## config.mk

```make
export PLATFORM = sky130hd
export DESIGN_NAME = note_onset_offset_segmenter_unit
export DESIGN_NICKNAME = d
export VERILOG_FILES = /design/src/sv/nos_pkg.sv /design/src/sv/nos_input_stage.sv /design/src/sv/nos_gate_core.sv /design/src/sv/nos_out_reg.sv /design/src/sv/note_onset_offset_segmenter_unit.sv
export VERILOG_INCLUDE_DIRS = /design/src /design/src/sv
export SDC_FILE = /design/constraint.sdc
export NUM_CORES = 1
export LEC_CHECK = 0
export BUFFER_PORTS_ARGS = -buffer_cell sky130_fd_sc_hd__buf_4
export CAP_MARGIN = 20
export CORE_MARGIN = 8
export CORE_UTILIZATION = 30
export DETAILED_ROUTE_END_ITERATION = 8
export MAX_ROUTING_LAYER = met4
export PLACE_DENSITY_LB_ADDON = 0.1
export SYNTH_ARGS = -nofsm -noshare
export SYNTH_HDL_FRONTEND = slang
export SYNTH_SLANG_ARGS = --single-unit
```

## constraint.sdc

```tcl
create_clock -name clk -period 6.9 [get_ports clk]
set_input_delay 0.345 -clock clk [delete_from_list [all_inputs] [get_ports clk]]
set_output_delay 0.345 -clock clk [all_outputs]
set_load 0.1 [all_outputs]
```

## src/sv/note_onset_offset_segmenter_unit_defines.svh

```systemverilog
// Assertion macros shared by the segmenter RTL.
// Each one expects clk and rst_n in scope.
`ifndef NOTE_ONSET_OFFSET_SEGMENTER_UNIT_DEFINES_SVH
`define NOTE_ONSET_OFFSET_SEGMENTER_UNIT_DEFINES_SVH

// Same-cycle implication
`define NOS_ASSERT_NOW(label, ante, cons, msg) \
  label: assert property (@(posedge clk) disable iff (!rst_n) (ante) |-> (cons)) \
    else $error(msg);

// Next-cycle implication
`define NOS_ASSERT_NEXT(label, ante, cons, msg) \
  label: assert property (@(posedge clk) disable iff (!rst_n) (ante) |=> (cons)) \
    else $error(msg);

`endif

```

## src/sv/nos_pkg.sv

```systemverilog
package nos_pkg;

  // Widths
  localparam int INDEX_BITS  = 32;
  localparam int SAMPLE_BITS = 16;
  localparam int MAG_BITS    = SAMPLE_BITS + 1;
  localparam int LEVEL_BITS  = 16;
  localparam int RUN_BITS    = 16;
  localparam int OUT_BITS    = 32;
  localparam int CFG_IDX_BITS = 2;

  // Register indexes
  localparam logic [CFG_IDX_BITS-1:0] CFG_ONSET   = 2'd0;
  localparam logic [CFG_IDX_BITS-1:0] CFG_SILENCE = 2'd1;
  localparam logic [CFG_IDX_BITS-1:0] CFG_HOLD    = 2'd2;

  // Reset values: 0.02 and 0.005 of full scale, and 441 samples
  localparam logic [LEVEL_BITS-1:0] ONSET_RESET   = 16'd655;
  localparam logic [LEVEL_BITS-1:0] SILENCE_RESET = 16'd164;
  localparam logic [RUN_BITS-1:0]   HOLD_RESET    = 16'd441;

  localparam logic [RUN_BITS-1:0] RUN_MAX = '1;

  typedef struct packed {
    logic [LEVEL_BITS-1:0] onset_level;
    logic [LEVEL_BITS-1:0] silence_level;
    logic [RUN_BITS-1:0]   hold_length;
  } cfg_t;

  typedef struct packed {
    logic                push;
    logic [OUT_BITS-1:0] start_index;
    logic [OUT_BITS-1:0] end_index;
  } note_t;

endpackage

```

## src/sv/nos_input_stage.sv

```systemverilog
module nos_input_stage
  import nos_pkg::*;
(
  input  logic                          clk,
  input  logic                          rst_n,
  input  logic                          in_valid,
  output logic                          in_stall,
  input  logic signed [SAMPLE_BITS-1:0] in_sample,
  input  logic                          consume,
  output logic                          item_valid,
  output logic [MAG_BITS-1:0]           item_mag
);

  logic                valid_r, valid_nxt;
  logic [MAG_BITS-1:0] mag_r, mag_nxt;
  logic                take;

  // Hold while the stored item cannot move on
  assign in_stall = valid_r && !consume;
  assign take     = in_valid && !in_stall;

  // Magnitude 0..32768, computed on the way in
  always_comb begin
    if (in_sample[SAMPLE_BITS-1]) begin
      mag_nxt = (MAG_BITS'(1) << SAMPLE_BITS) - {1'b0, in_sample};
    end else begin
      mag_nxt = {1'b0, in_sample};
    end
  end

  always_comb begin
    if (take) begin
      valid_nxt = 1'b1;
    end else if (consume) begin
      valid_nxt = 1'b0;
    end else begin
      valid_nxt = valid_r;
    end
  end

  always_ff @(posedge clk) begin
    if (!rst_n) begin
      valid_r <= 1'b0;
    end else begin
      valid_r <= valid_nxt;
    end
  end

  always_ff @(posedge clk) begin
    if (take) begin
      mag_r <= mag_nxt;
    end
  end

  assign item_valid = valid_r;
  assign item_mag   = mag_r;

endmodule

```

## src/sv/nos_gate_core.sv

```systemverilog
`include "note_onset_offset_segmenter_unit_defines.svh"

module nos_gate_core
  import nos_pkg::*;
(
  input  logic                clk,
  input  logic                rst_n,
  input  cfg_t                cfg,
  input  logic                item_valid,
  input  logic [MAG_BITS-1:0] item_mag,
  input  logic                out_free,
  output logic                consume,
  output note_t               note
);

  logic [INDEX_BITS-1:0] sample_index_r, sample_index_nxt;
  logic                  note_open_r, note_open_nxt;
  logic [INDEX_BITS-1:0] note_begin_r, note_begin_nxt;
  logic [RUN_BITS-1:0]   silent_run_r, silent_run_nxt;

  logic                  loud;
  logic                  quiet;
  logic [RUN_BITS-1:0]   run_inc;
  logic                  emit;
  logic [INDEX_BITS-1:0] end_full;

  // Classify the sample against both levels
  assign loud    = item_mag > {1'b0, cfg.onset_level};
  assign quiet   = !loud && note_open_r && (item_mag < {1'b0, cfg.silence_level});
  assign run_inc = (silent_run_r != RUN_MAX) ? silent_run_r + 1'b1 : silent_run_r;
  assign emit    = quiet && (run_inc >= cfg.hold_length);

  // A non-emitting item never waits on the output side
  assign consume = item_valid && (!emit || out_free);

  assign end_full         = sample_index_r - INDEX_BITS'(run_inc);
  assign note.push        = consume && emit;
  assign note.start_index = OUT_BITS'(note_begin_r);
  assign note.end_index   = OUT_BITS'(end_full);

  // Next state
  always_comb begin
    sample_index_nxt = sample_index_r + 1'b1;
    note_open_nxt    = note_open_r;
    note_begin_nxt   = note_begin_r;
    silent_run_nxt   = silent_run_r;
    if (loud) begin
      if (!note_open_r) begin
        note_begin_nxt = sample_index_r;
      end
      note_open_nxt  = 1'b1;
      silent_run_nxt = '0;
    end else if (quiet) begin
      if (emit) begin
        note_open_nxt  = 1'b0;
        silent_run_nxt = '0;
      end else begin
        silent_run_nxt = run_inc;
      end
    end
  end

  always_ff @(posedge clk) begin
    if (!rst_n) begin
      sample_index_r <= '0;
      note_open_r    <= 1'b0;
      note_begin_r   <= '0;
      silent_run_r   <= '0;
    end else if (consume) begin
      sample_index_r <= sample_index_nxt;
      note_open_r    <= note_open_nxt;
      note_begin_r   <= note_begin_nxt;
      silent_run_r   <= silent_run_nxt;
    end
  end

  `NOS_ASSERT_NOW(a_emit_needs_open, note.push, note_open_r, "note closed without being open")
  `NOS_ASSERT_NOW(a_run_only_open, silent_run_r != '0, note_open_r, "silence counted with no note")
  `NOS_ASSERT_NEXT(a_close_clears, note.push, !note_open_r && silent_run_r == '0, "close did not clear")
  `NOS_ASSERT_NEXT(a_index_step, consume, sample_index_r == INDEX_BITS'($past(sample_index_r) + 1'b1), "index did not advance")

endmodule

```

## src/sv/nos_out_reg.sv

```systemverilog
module nos_out_reg
  import nos_pkg::*;
(
  input  logic                clk,
  input  logic                rst_n,
  input  note_t               note,
  output logic                out_free,
  output logic                out_valid,
  input  logic                out_stall,
  output logic [OUT_BITS-1:0] out_start_index,
  output logic [OUT_BITS-1:0] out_end_index
);

  logic                valid_r, valid_nxt;
  logic [OUT_BITS-1:0] start_r;
  logic [OUT_BITS-1:0] end_r;

  // Empty, or being drained this cycle
  assign out_free = !valid_r || !out_stall;

  always_comb begin
    if (note.push) begin
      valid_nxt = 1'b1;
    end else if (!out_stall) begin
      valid_nxt = 1'b0;
    end else begin
      valid_nxt = valid_r;
    end
  end

  always_ff @(posedge clk) begin
    if (!rst_n) begin
      valid_r <= 1'b0;
    end else begin
      valid_r <= valid_nxt;
    end
  end

  always_ff @(posedge clk) begin
    if (note.push) begin
      start_r <= note.start_index;
      end_r   <= note.end_index;
    end
  end

  assign out_valid       = valid_r;
  assign out_start_index = start_r;
  assign out_end_index   = end_r;

endmodule

```

## src/sv/note_onset_offset_segmenter_unit.sv

```systemverilog
// Channel  Direction  Handshake               Payload
// in_      input      in_valid / in_stall     in_sample (16b signed)
// out_     output     out_valid / out_stall   out_start_index, out_end_index (32b)
// cfg_     input      cfg_valid / cfg_ready   cfg_index (2b), cfg_data (16b)
//
// One sample per cycle while in_stall is low; out_valid rises once the closing note is registered.
// A sample passes through the input register, then the gate logic, then the result register.
// Synchronous active-low reset clears onset, silence and hold to 655 / 164 / 441 and all note state.
// A waiting result stalls only a sample that would close another note.
// cfg_ready is always high; index 3 is ignored.
module note_onset_offset_segmenter_unit
  import nos_pkg::*;
(
  input  logic                          clk,
  input  logic                          rst_n,
  input  logic                          in_valid,
  output logic                          in_stall,
  input  logic signed [SAMPLE_BITS-1:0] in_sample,
  output logic                          out_valid,
  input  logic                          out_stall,
  output logic [OUT_BITS-1:0]           out_start_index,
  output logic [OUT_BITS-1:0]           out_end_index,
  input  logic                          cfg_valid,
  output logic                          cfg_ready,
  input  logic [CFG_IDX_BITS-1:0]       cfg_index,
  input  logic [LEVEL_BITS-1:0]         cfg_data
);

  cfg_t                cfg_r, cfg_nxt;
  logic                item_valid;
  logic [MAG_BITS-1:0] item_mag;
  logic                consume;
  logic                out_free;
  note_t               note;

  assign cfg_ready = 1'b1;

  // Register write decode
  always_comb begin
    cfg_nxt = cfg_r;
    if (cfg_valid) begin
      unique case (cfg_index)
        CFG_ONSET:   cfg_nxt.onset_level   = cfg_data;
        CFG_SILENCE: cfg_nxt.silence_level = cfg_data;
        CFG_HOLD:    cfg_nxt.hold_length   = cfg_data;
        default:     cfg_nxt = cfg_r;
      endcase
    end
  end

  always_ff @(posedge clk) begin
    if (!rst_n) begin
      cfg_r.onset_level   <= ONSET_RESET;
      cfg_r.silence_level <= SILENCE_RESET;
      cfg_r.hold_length   <= HOLD_RESET;
    end else begin
      cfg_r <= cfg_nxt;
    end
  end

  nos_input_stage u_input (
    .clk        (clk),
    .rst_n      (rst_n),
    .in_valid   (in_valid),
    .in_stall   (in_stall),
    .in_sample  (in_sample),
    .consume    (consume),
    .item_valid (item_valid),
    .item_mag   (item_mag)
  );

  nos_gate_core u_core (
    .clk        (clk),
    .rst_n      (rst_n),
    .cfg        (cfg_r),
    .item_valid (item_valid),
    .item_mag   (item_mag),
    .out_free   (out_free),
    .consume    (consume),
    .note       (note)
  );

  nos_out_reg u_out (
    .clk             (clk),
    .rst_n           (rst_n),
    .note            (note),
    .out_free        (out_free),
    .out_valid       (out_valid),
    .out_stall       (out_stall),
    .out_start_index (out_start_index),
    .out_end_index   (out_end_index)
  );

endmodule
```

==> results_tabular.tex, run 1 <==
\begin{tabular}{lr}
\hline
Metric & Value \\
\hline
\multicolumn{2}{l}{\textbf{Logic synthesis}} \\
\quad Mux cell area share after synthesis & 0.00484 \\
\quad Async set or reset register ratio after synthesis & 0 \\
\quad Number of enable flip-flop cells after synthesis & 81 \\
\quad Sequential cell area fraction in the yosys report & 0.477 \\
\quad Compound-gate portion of the synthesized area & 0.154 \\
\quad Number of distinct library cells after synthesis & 69 \\
\quad Combinational family with the most area after synthesis & simple AND/OR/NAND/NOR gates \\
\quad Synthesized Nets & 1,248 \\
\quad Number of warnings printed during yosys synthesis & 0 \\
\quad Share of the synthesized netlist area taken by xor and xnor gates & 0.0446 \\
\quad Number of register bits inferred by synthesis & 212 \\
\quad Synth Area in Adders & 0.0798 \\
\quad Post-synthesis share of cell area spent on and, or, nand and nor gates & 0.186 \\
\quad Syn Std Cell Area & 10,600 sq um \\
\quad Cell count after synthesis & 1,142 \\
\quad Syn\_area\_per\_cell & 9.28 sq um \\
\quad Synth Flop Type & sky130\_fd\_sc\_hd\_\_dfxtp\_1 \\
\multicolumn{2}{l}{\textbf{CTS}} \\
\quad CTS Buf Count & 26 \\
\quad Post-CTS Hold Fix Bufs & 0 \\
\quad Clk buf depth & 3 \\
\quad Number of gates resized after cts & 0 \\
\quad Post-CTS Setup Bufs & 0 \\
\quad Clock Pin Slew Worst Setup and Hold Paths & roughly 60 ps \\
\quad Sinks on Clock Net & 212 \\
\quad Number of levels the H-tree was split into & 1 \\
\quad Clock tree from TritonCTS & built \\
\quad Root buffer cell & sky130\_fd\_sc\_hd\_\_clkbuf\_16 \\
\quad Clock insertion delay at the later pin of the skew report & 530 ps \\
\multicolumn{2}{l}{\textbf{Global route}} \\
\quad First-pass GRT wire length & 46,100 microns \\
\quad Global-route usage over all layers & 0.142 \\
\quad Met2 GRT Util & 0.249 \\
\quad Maximum number of pins on one net before global-route repair & 65 \\
\quad Busiest layer in global routing & met2 \\
\quad Number of antenna violations at the first check in global routing & 0 \\
\quad Vias in the first global route & 8,198 \\
\quad Met1 Usage GRT & 0.168 \\
\quad Met3 routing resource usage after global routing & 0.0208 \\
\quad Sum of overflow across all layers after global routing & 0 \\
\multicolumn{2}{l}{\textbf{Power and ir drop}} \\
\quad Clock power share & 0.467 \\
\quad Max rail drop VDD & 0.000157 V \\
\quad Power Internal & 2260 uW \\
\quad Sequential power share & 0.456 \\
\quad Pleak & 0.00483 uW \\
\quad Total power divided by cell area & 233 nW/um\^{}2 \\
\quad Switch share & 0.234 \\
\quad NetSw & about 700 uW \\
\quad Power share of the combinational group & 0.077 \\
\multicolumn{2}{l}{\textbf{STA}} \\
\quad Hold Violations, Final & 0 \\
\quad Worst setup skew after layout & around 10 ps \\
\quad Maximum achievable frequency & 194 MHz \\
\quad Actual transition at the worst max-transition pin & roughly 870 ps \\
\quad Worst-case headroom to the max-slew limit & 0.423 \\
\quad Final number of max-transition violations & 0 \\
\quad Sum of negative setup slack & 0 ps \\
\quad Worst hold margin & 24.1 ps \\
\quad RSZ-0062 raised after global routing & no \\
\quad Min Tclk post-route & 5150 ps \\
\quad Final clock period utilization by the worst path & 0.747 \\
\quad Final setup viols & 0 \\
\multicolumn{2}{l}{\textbf{Critical path}} \\
\quad Launching point of the worst reg2reg path & u\_core.silent\_run\_r[3] \\
\quad Worst-path fanout max & 7 \\
\quad Startpoint of the most critical setup path & u\_core.silent\_run\_r[3] \\
\quad Kind of start point of the critical path & flip-flop \\
\quad Arrival time reported for the critical path endpoint & just under 5000 ps \\
\quad Worst Setup End Kind & primary output \\
\quad Type of the setup path with the least slack & reg -> out \\
\quad Critical Path RT & 6550 ps \\
\quad Worst reg-to-reg setup slack & $\sim$2100 ps \\
\multicolumn{2}{l}{\textbf{Detailed routing}} \\
\quad Post-DRT Antenna Nets & 0 \\
\quad Via Count & approximately 8.3k \\
\quad Routed len/inst & 17.2 microns \\
\quad Number of design rule violations left after detail routing & 0 \\
\quad 1st-pass router iterations & 4 \\
\quad Routed via count divided by cell count & just under 5 \\
\quad Count of routing violations after the opening detailed-route iteration & 310 \\
\quad Total wirelength of the detailed-routed design & 29,400 microns \\
\multicolumn{2}{l}{\textbf{Finish}} \\
\quad Multi-input combinational cell area & 5000 sq um \\
\quad Most common cell after layout, fill and taps aside & sky130\_fd\_sc\_hd\_\_nand2\_1 \\
\quad Synthesis-to-layout area growth & 19.3\% \\
\quad Total number of nets in the final design & 1,332 \\
\quad Most used cells in the layout excluding fill and tap cells & sky130\_fd\_sc\_hd\_\_nand2\_1, sky130\_fd\_sc\_hd\_\_dfxtp\_1, sky130\_fd\_sc\_hd\_\_buf\_4, sky130\_fd\_sc\_hd\_\_a21oi\_1, sky130\_fd\_sc\_hd\_\_inv\_1 \\
\quad Number of inserted filler cells in the final layout & 3,684 \\
\quad Register Area & 5050 sq um \\
\quad Ratio of cells with drive above 1 in the final layout & 0.145 \\
\quad Antenna diode count & 0 \\
\multicolumn{2}{l}{\textbf{Hold path}} \\
\quad Hold Crit Start & in\_sample[0] \\
\quad Tightest Hold Check Type & in -> reg \\
\multicolumn{2}{l}{\textbf{Placed design}} \\
\quad Count of buffers inserted at the top-level ports & 104 \\
\quad Post-detailed-placement half-perimeter wirelength & 21,900 microns \\
\quad Final weighted congestion in routability-driven placement & a little over 0.8 \\
\multicolumn{2}{l}{\textbf{Floorplanning}} \\
\quad Effective utilization at floorplan & 0.301 \\
\quad Number of ports placed on the die boundary & roughly 110 \\
\quad Die Wd & approximately 200 microns \\
\quad Core Footprint & 35,100 sq um \\
\quad Die H & a little over 200 microns \\
\quad Number of core rows & 69 \\
\quad Area enclosed by the die boundary & 41,600 sq um \\
\multicolumn{2}{l}{\textbf{Job}} \\
\quad Max Cap Viol & 0 \\
\multicolumn{2}{l}{\textbf{Run status}} \\
\quad Run status & finished, final reports clean \\
\hline
\end{tabular}
==> final cells by class <==
class	count	share of cell area
clock inverter	15	0.0117
tap	461	0.0456
clock buffer	32	0.0565
timing repair buffer	111	0.0665
multi-input combinational	792	0.395
sequential	212	0.400
inverter	83	0.0246
==> flip-flops by register name, indices dropped and copies added (netlist names) <==
signal                 count
cfg_r                     48
u_core.note_open_r         1
u_out.out_end_index       32
u_core.sample_index_r     32
u_core.note_begin_r       32
u_input.item_valid         1
u_core.silent_run_r       16
u_input.item_mag          17
u_out.out_start_index     32
u_out.out_valid            1
==> stage by stage <==
step | instance area, sq um | total power [uW] | setup slack [ps] | utilization | cells
after floorplan | 10600 | 1520 | 752 | - | 1142
after global placement | 11800 | 1600 | 2290 | 0.335 | 1658
after detailed placement | 11800 | 1600 | 2170 | 0.335 | 1659
after CTS | 12600 | 2990 | 1800 | 0.360 | 1706
after global routing | 12600 | 3060 | 1350 | 0.360 | 1706
final | 12600 | 2940 | 1750 | 0.360 | 1706
==> power by group through the flow <==
stage               clock network, uW  registers [uW]  logic, uW
finish                           1370            1340        227
global route                     1460            1340        256
CTS                              1410            1340        232
detailed placement                  0            1370        230
global placement                    0            1370        227
floorplan                           0            1360        158
==> critical path: stages (launching register included) <==
cell and delay, ps:
sky130_fd_sc_hd__dfxtp_1 400, sky130_fd_sc_hd__and4_1 260, sky130_fd_sc_hd__nand4_1 170, sky130_fd_sc_hd__nor2_1 200, sky130_fd_sc_hd__nand2_1 160, sky130_fd_sc_hd__or4_1 480, sky130_fd_sc_hd__o21ai_0 190, sky130_fd_sc_hd__inv_1 130
sky130_fd_sc_hd__ha_1 320, sky130_fd_sc_hd__and4_1 200, sky130_fd_sc_hd__o211ai_1 110, sky130_fd_sc_hd__o31ai_2 570, sky130_fd_sc_hd__nand3_1 320, sky130_fd_sc_hd__nor2_1 390, sky130_fd_sc_hd__buf_4 370
==> cell usage after synthesis (all sizes together), types with 3 or more instances <==
cell | number | area share
a211o | 3 | 0.0025
a21o | 12 | 0.0085
a21oi | 109 | 0.053
and2 | 7 | 0.0041
and3 | 11 | 0.0065
and4 | 3 | 0.0025
buf | 13 | 0.0084
clkbuf | 42 | 0.015
dfxtp | 131 | 0.25
edfxtp | 81 | 0.23
ha | 66 | 0.078
inv | 83 | 0.029
mux2i | 4 | 0.0038
nand2 | 195 | 0.069
nand2b | 10 | 0.0059
nand3 | 46 | 0.022
nand3b | 3 | 0.0021
nand4 | 12 | 0.0091
nor2 | 52 | 0.018
nor3 | 20 | 0.010
nor3b | 3 | 0.0021
nor4 | 8 | 0.0053
o2111ai | 10 | 0.0094
o211ai | 20 | 0.014
o21a | 11 | 0.0078
o21ai | 35 | 0.017
o311ai | 3 | 0.0041
o31ai | 29 | 0.022
o41ai | 3 | 0.0025
or2 | 9 | 0.0053
or3 | 12 | 0.0076
or4 | 14 | 0.0099
xnor2 | 42 | 0.035
xor2 | 12 | 0.0099
==> kinds of logic after synthesis <==
kind of cell | count (synthesis)
DFF | 212
adders and majority gates | 67
AOI/OAI and AO/OA | 251
muxes | 5
xor gates and xnor gates | 54
and+or+nand+nor | 413
buffers and inverters | 138
other | 2
==> path summary, 6_finish.rpt <==
kind                                to  depth (start not counted)
max                           in_stall                         14
max reg2reg     u_out.out_end_index[1]                         14
min reg2reg  u_out.out_start_index[21]                          0
min                u_input.item_mag[0]                          1
==> routing by layer <==
layer  up-vias  wire length, microns  share of wire
met2       127                 14600           0.50
li1       4212                     -              -
met3        36                  1000          0.034
met1      3955                 13100           0.45
met5         -                     0              0
met4         0                   656          0.022
No activity file was read; power rests on OpenSTA's default activity.
==> inputs of run 2 (changes only) <==
Settings changed: ABC_AREA set to 1.
Clock period 6.9 ns to 5 ns, I/O delays scaled along.
==> run 2 against run 1 <==
Compared with the run above:
- sequential cell count unchanged
- cell count up 22%
- area after synthesis up 7.7%
- routed wire length up 6.0%
- non-clock buffer count up 8
- register-to-register slack worse by 1400 ps
- power up 46%
- largest power group is now sequential cells
==> results_tabular.tex, run 2 <==
\begin{tabular}{lr}
\hline
Metric & Value \\
\hline
\multicolumn{2}{l}{\textbf{Detailed routing}} \\
\quad Count of routing violations after the opening detailed-route iteration & 391 (+26\%) \\
\quad Routed via count divided by cell count & 4.44 (-9.0\%) \\
\quad Number of design rule violations left after detail routing & 0 (unchanged) \\
\quad Routed len/inst & 14.9 microns (-13\%) \\
\quad Via Count & 9,279 (+11\%) \\
\quad 1st-pass router iterations & 7 (+3) \\
\quad Post-DRT Antenna Nets & 0 (unchanged) \\
\quad Total wirelength of the detailed-routed design & 31,200 microns (+6.0\%) \\
\multicolumn{2}{l}{\textbf{Logic synthesis}} \\
\quad Sequential cell area fraction in the yosys report & 0.443 (-0.0342) \\
\quad Async set or reset register ratio after synthesis & 0 (unchanged) \\
\quad Number of enable flip-flop cells after synthesis & 81 (unchanged) \\
\quad Number of warnings printed during yosys synthesis & 0 (unchanged) \\
\quad Most frequent cells after synthesis & sky130\_fd\_sc\_hd\_\_nand2\_1, sky130\_fd\_sc\_hd\_\_inv\_1, sky130\_fd\_sc\_hd\_\_nor2\_1 \\
\quad Syn\_area\_per\_cell & 7.81 sq um (-16\%) \\
\quad Number of register bits inferred by synthesis & 212 (unchanged) \\
\quad Post-synth top area share & 0.230 (-0.0177) \\
\quad Cell count after synthesis & 1,462 (+28\%) \\
\quad Leading cell types by total area after synthesis & sky130\_fd\_sc\_hd\_\_dfxtp\_1, sky130\_fd\_sc\_hd\_\_edfxtp\_1, sky130\_fd\_sc\_hd\_\_nand2\_1 \\
\quad Most frequent cell after synthesis & sky130\_fd\_sc\_hd\_\_nand2\_1 \\
\quad Synth area leader & sky130\_fd\_sc\_hd\_\_dfxtp\_1 \\
\quad Number of distinct library cells after synthesis & 40 (-42\%) \\
\quad Synth Flop Type & sky130\_fd\_sc\_hd\_\_dfxtp\_1 \\
\quad Synthesized Nets & 1,568 (+26\%) \\
\quad Syn Std Cell Area & 11,400 sq um (+7.7\%) \\
\multicolumn{2}{l}{\textbf{Hold path}} \\
\quad Tightest Hold Check Type & in -> reg \\
\quad Hold-critical path depth & 3 (+2) \\
\multicolumn{2}{l}{\textbf{Floorplanning}} \\
\quad Effective utilization at floorplan & 0.304 (+0.00220) \\
\quad Number of core rows & 71 (+2.9\%) \\
\quad Core Footprint & 37,600 sq um (+6.9\%) \\
\quad Die H & 211 microns (+3.5\%) \\
\quad Die Wd & 211 microns (+3.5\%) \\
\quad Number of ports placed on the die boundary & 106 (unchanged) \\
\quad Area enclosed by the die boundary & 44,500 sq um (+7.1\%) \\
\multicolumn{2}{l}{\textbf{Finish}} \\
\quad Final core utilization & 0.362 (+0.00171) \\
\quad Most common cell after layout, fill and taps aside & sky130\_fd\_sc\_hd\_\_nand2\_1 \\
\quad Number of inserted filler cells in the final layout & 4,023 (+9.2\%) \\
\quad Total number of nets in the final design & 1,664 (+25\%) \\
\quad Multi-input combinational cell area & 5220 sq um (+4.6\%) \\
\quad Biggest register & cfg\_r \\
\quad Register Area & 5050 sq um (unchanged) \\
\quad Antenna diode count & 0 (unchanged) \\
\quad Ratio of cells with drive above 1 in the final layout & 0.103 (-0.0413) \\
\quad Most used cells in the layout excluding fill and tap cells & sky130\_fd\_sc\_hd\_\_nand2\_1, sky130\_fd\_sc\_hd\_\_inv\_1, sky130\_fd\_sc\_hd\_\_nor2\_1, sky130\_fd\_sc\_hd\_\_dfxtp\_1, sky130\_fd\_sc\_hd\_\_buf\_4 \\
\quad Flip-flop count of the largest register, all copies and words added & 48 (unchanged) \\
\quad Synthesis-to-layout area growth & 19.0\% \\
\multicolumn{2}{l}{\textbf{Power and ir drop}} \\
\quad Power Internal & 3190 uW (+42\%) \\
\quad NetSw & 1110 uW (+62\%) \\
\quad Max rail drop VDD & 0.000229 V (+46\%) \\
\quad Pleak & 0.00606 uW (+26\%) \\
\quad Post-route total power & 4310 uW (+46\%) \\
\quad Sequential power share & 0.444 (-0.012) \\
\quad Power share of the combinational group & 0.120 (+0.043) \\
\quad Total power divided by cell area & 317 nW/um\^{}2 (+36\%) \\
\quad Clock power share & 0.436 (-0.031) \\
\quad Switch share & 0.259 (+0.0245) \\
\multicolumn{2}{l}{\textbf{CTS}} \\
\quad Clock Pin Slew Worst Setup and Hold Paths & 50 ps (about the same) \\
\quad Clock tree from TritonCTS & built \\
\quad Post-CTS Setup Bufs & 0 (unchanged) \\
\quad Clk buf depth & 3 (unchanged) \\
\quad Number of levels the H-tree was split into & 1 (unchanged) \\
\quad CTS Buf Count & 26 (unchanged) \\
\quad Post-CTS Hold Fix Bufs & 10 (+10) \\
\quad Root buffer cell & sky130\_fd\_sc\_hd\_\_clkbuf\_16 \\
\quad Sinks on Clock Net & 212 (unchanged) \\
\quad Number of gates resized after cts & 0 (unchanged) \\
\quad Clock insertion delay at the later pin of the skew report & 530 ps (about the same) \\
\multicolumn{2}{l}{\textbf{Global route}} \\
\quad Sum of overflow across all layers after global routing & 0 (unchanged) \\
\quad Maximum number of pins on one net before global-route repair & 100 (+54\%) \\
\quad Number of antenna violations at the first check in global routing & 0 (unchanged) \\
\quad Vias in the first global route & 9,342 (+14\%) \\
\quad First-pass GRT wire length & 50,400 microns (+9.3\%) \\
\quad Global-route usage over all layers & 0.144 (+0.00241) \\
\multicolumn{2}{l}{\textbf{Critical path}} \\
\quad Launching point of the worst reg2reg path & u\_core.silent\_run\_r[0] \\
\quad Critical Path RT & 4750 ps (-1800 ps) \\
\quad Worst setup path end & in\_stall \\
\quad Depth of the worst register-to-register path & 19 (+5) \\
\quad Arrival time reported for the critical path endpoint & 4300 ps (-510 ps) \\
\quad Kind of start point of the critical path & flip-flop \\
\quad Worst reg-to-reg setup slack & 740 ps (-1380 ps) \\
\quad Worst-path fanout max & 5 (-2) \\
\quad Startpoint of the most critical setup path & u\_core.silent\_run\_r[0] \\
\quad Type of the setup path with the least slack & reg -> out \\
\quad Worst Setup End Kind & primary output \\
\quad End of the worst register-to-register path & u\_input.item\_mag[13] \\
\multicolumn{2}{l}{\textbf{STA}} \\
\quad Hold Violations, Final & 0 (unchanged) \\
\quad Actual transition at the worst max-transition pin & 1030 ps (+161 ps) \\
\quad Min Tclk post-route & 4550 ps \\
\quad Final clock period utilization by the worst path & 0.909 \\
\quad Worst-case headroom to the max-slew limit & 0.310 (-0.112) \\
\quad Final number of max-transition violations & 0 (unchanged) \\
\quad Sum of negative setup slack & 0 ps (unchanged) \\
\quad Final setup viols & 0 (unchanged) \\
\quad Worst setup skew after layout & 22.0 ps (+12.0 ps) \\
\quad Maximum achievable frequency & 220 MHz \\
\quad RSZ-0062 raised after global routing & no \\
\multicolumn{2}{l}{\textbf{Placed design}} \\
\quad Post-detailed-placement half-perimeter wirelength & 23,400 microns (+6.8\%) \\
\quad Final weighted congestion in routability-driven placement & 0.830 (+3.2\%) \\
\quad Count of buffers inserted at the top-level ports & 104 (unchanged) \\
\multicolumn{2}{l}{\textbf{Run status}} \\
\quad Run status & finished, final reports clean \\
\multicolumn{2}{l}{\textbf{Job}} \\
\quad Max Cap Viol & 0 (unchanged) \\
\hline
\end{tabular}
[run 2: metrics by stage]
stage	hold slack (ps)	std cells	setup slack (ps)	cell area [sq um]
final	33.1	2089	453	13600
after global routing	20.2	2089	69.1	13600
after CTS	6.76	2089	418	13600
after detailed placement	415	2031	733	12600
after global placement	415	2030	784	12600
after floorplan	349	1462	658	11400
[run 2: kinds of logic (layout without fill, tap and decap cells)]
family,after synthesis,count (layout),synth area share
XOR/XNOR,78,78,0.0599
flip-flops,212,212,0.443
AND/OR/NAND/NOR,628,628,0.230
AO/OA/AOI/OAI,197,197,0.0929
buffers and inverters,278,394,0.0993
adder cells (fa/ha/maj),67,67,0.0741
other,2,2,0.000658
[run 2: final cells by class]
class                           instances  area share
Multi-Input combinational cell        972       0.385
Sequential cell                       212       0.372
Timing Repair Buffer                  119      0.0709
Inverter                              227      0.0627
Clock buffer                           35      0.0543
Tap cell                              511      0.0471
Clock inverter                         13     0.00838
[run 2: how the worst min path moves through the flow]
stage                                       start                   endpoint  slack [ps]
after CTS                            in_sample[2]        u_input.item_mag[2]           7
after detailed placement  u_core.note_begin_r[28]  u_out.out_start_index[28]         420
after global routing                in_sample[13]       u_input.item_mag[15]          20
after global placement    u_core.note_begin_r[15]  u_out.out_start_index[15]         410
final                                in_sample[2]        u_input.item_mag[2]          30
after floorplan                      in_sample[0]        u_input.item_mag[0]         350
[run 2: power groups by stage]
stage / Clock [uW] / Sequential [uW] / Combinational (uW)
4_1_cts: 1930 / 1920 / 527
3_3_place_gp: 0 / 1950 / 512
2_1_floorplan: 0 / 1940 / 378
6_report: 1880 / 1910 / 517
3_5_place_dp: 0 / 1950 / 517
5_1_grt: 2010 / 1920 / 608
[run 2: metal layers]
layer,global-route usage,vias to the layer above,wire [microns]
met2,0.250,146,15300
met5,-,-,0
met4,0.0379,0,739
met1,0.175,4216,14200
met3,0.0178,41,985
li1,-,4876,-
[run 2: worst max-delay path, stage by stage (launching register included)]
cell and delay [ps]:
sky130_fd_sc_hd__dfxtp_1 360, sky130_fd_sc_hd__ha_1 190, sky130_fd_sc_hd__nand4_1 170, sky130_fd_sc_hd__nor2_2 210, sky130_fd_sc_hd__nand3b_1 200, sky130_fd_sc_hd__nor2_2 290, sky130_fd_sc_hd__nor2_1 90, sky130_fd_sc_hd__xor2_1 450
sky130_fd_sc_hd__inv_1 100, sky130_fd_sc_hd__ha_1 320, sky130_fd_sc_hd__nand2_1 70, sky130_fd_sc_hd__nor2_1 160, sky130_fd_sc_hd__nand2_1 70, sky130_fd_sc_hd__nand2_1 60, sky130_fd_sc_hd__nand2_1 50, sky130_fd_sc_hd__nand3_1 140
sky130_fd_sc_hd__nand4_1 150, sky130_fd_sc_hd__inv_1 110, sky130_fd_sc_hd__nand3_1 140, sky130_fd_sc_hd__inv_1 140, sky130_fd_sc_hd__buf_4 300
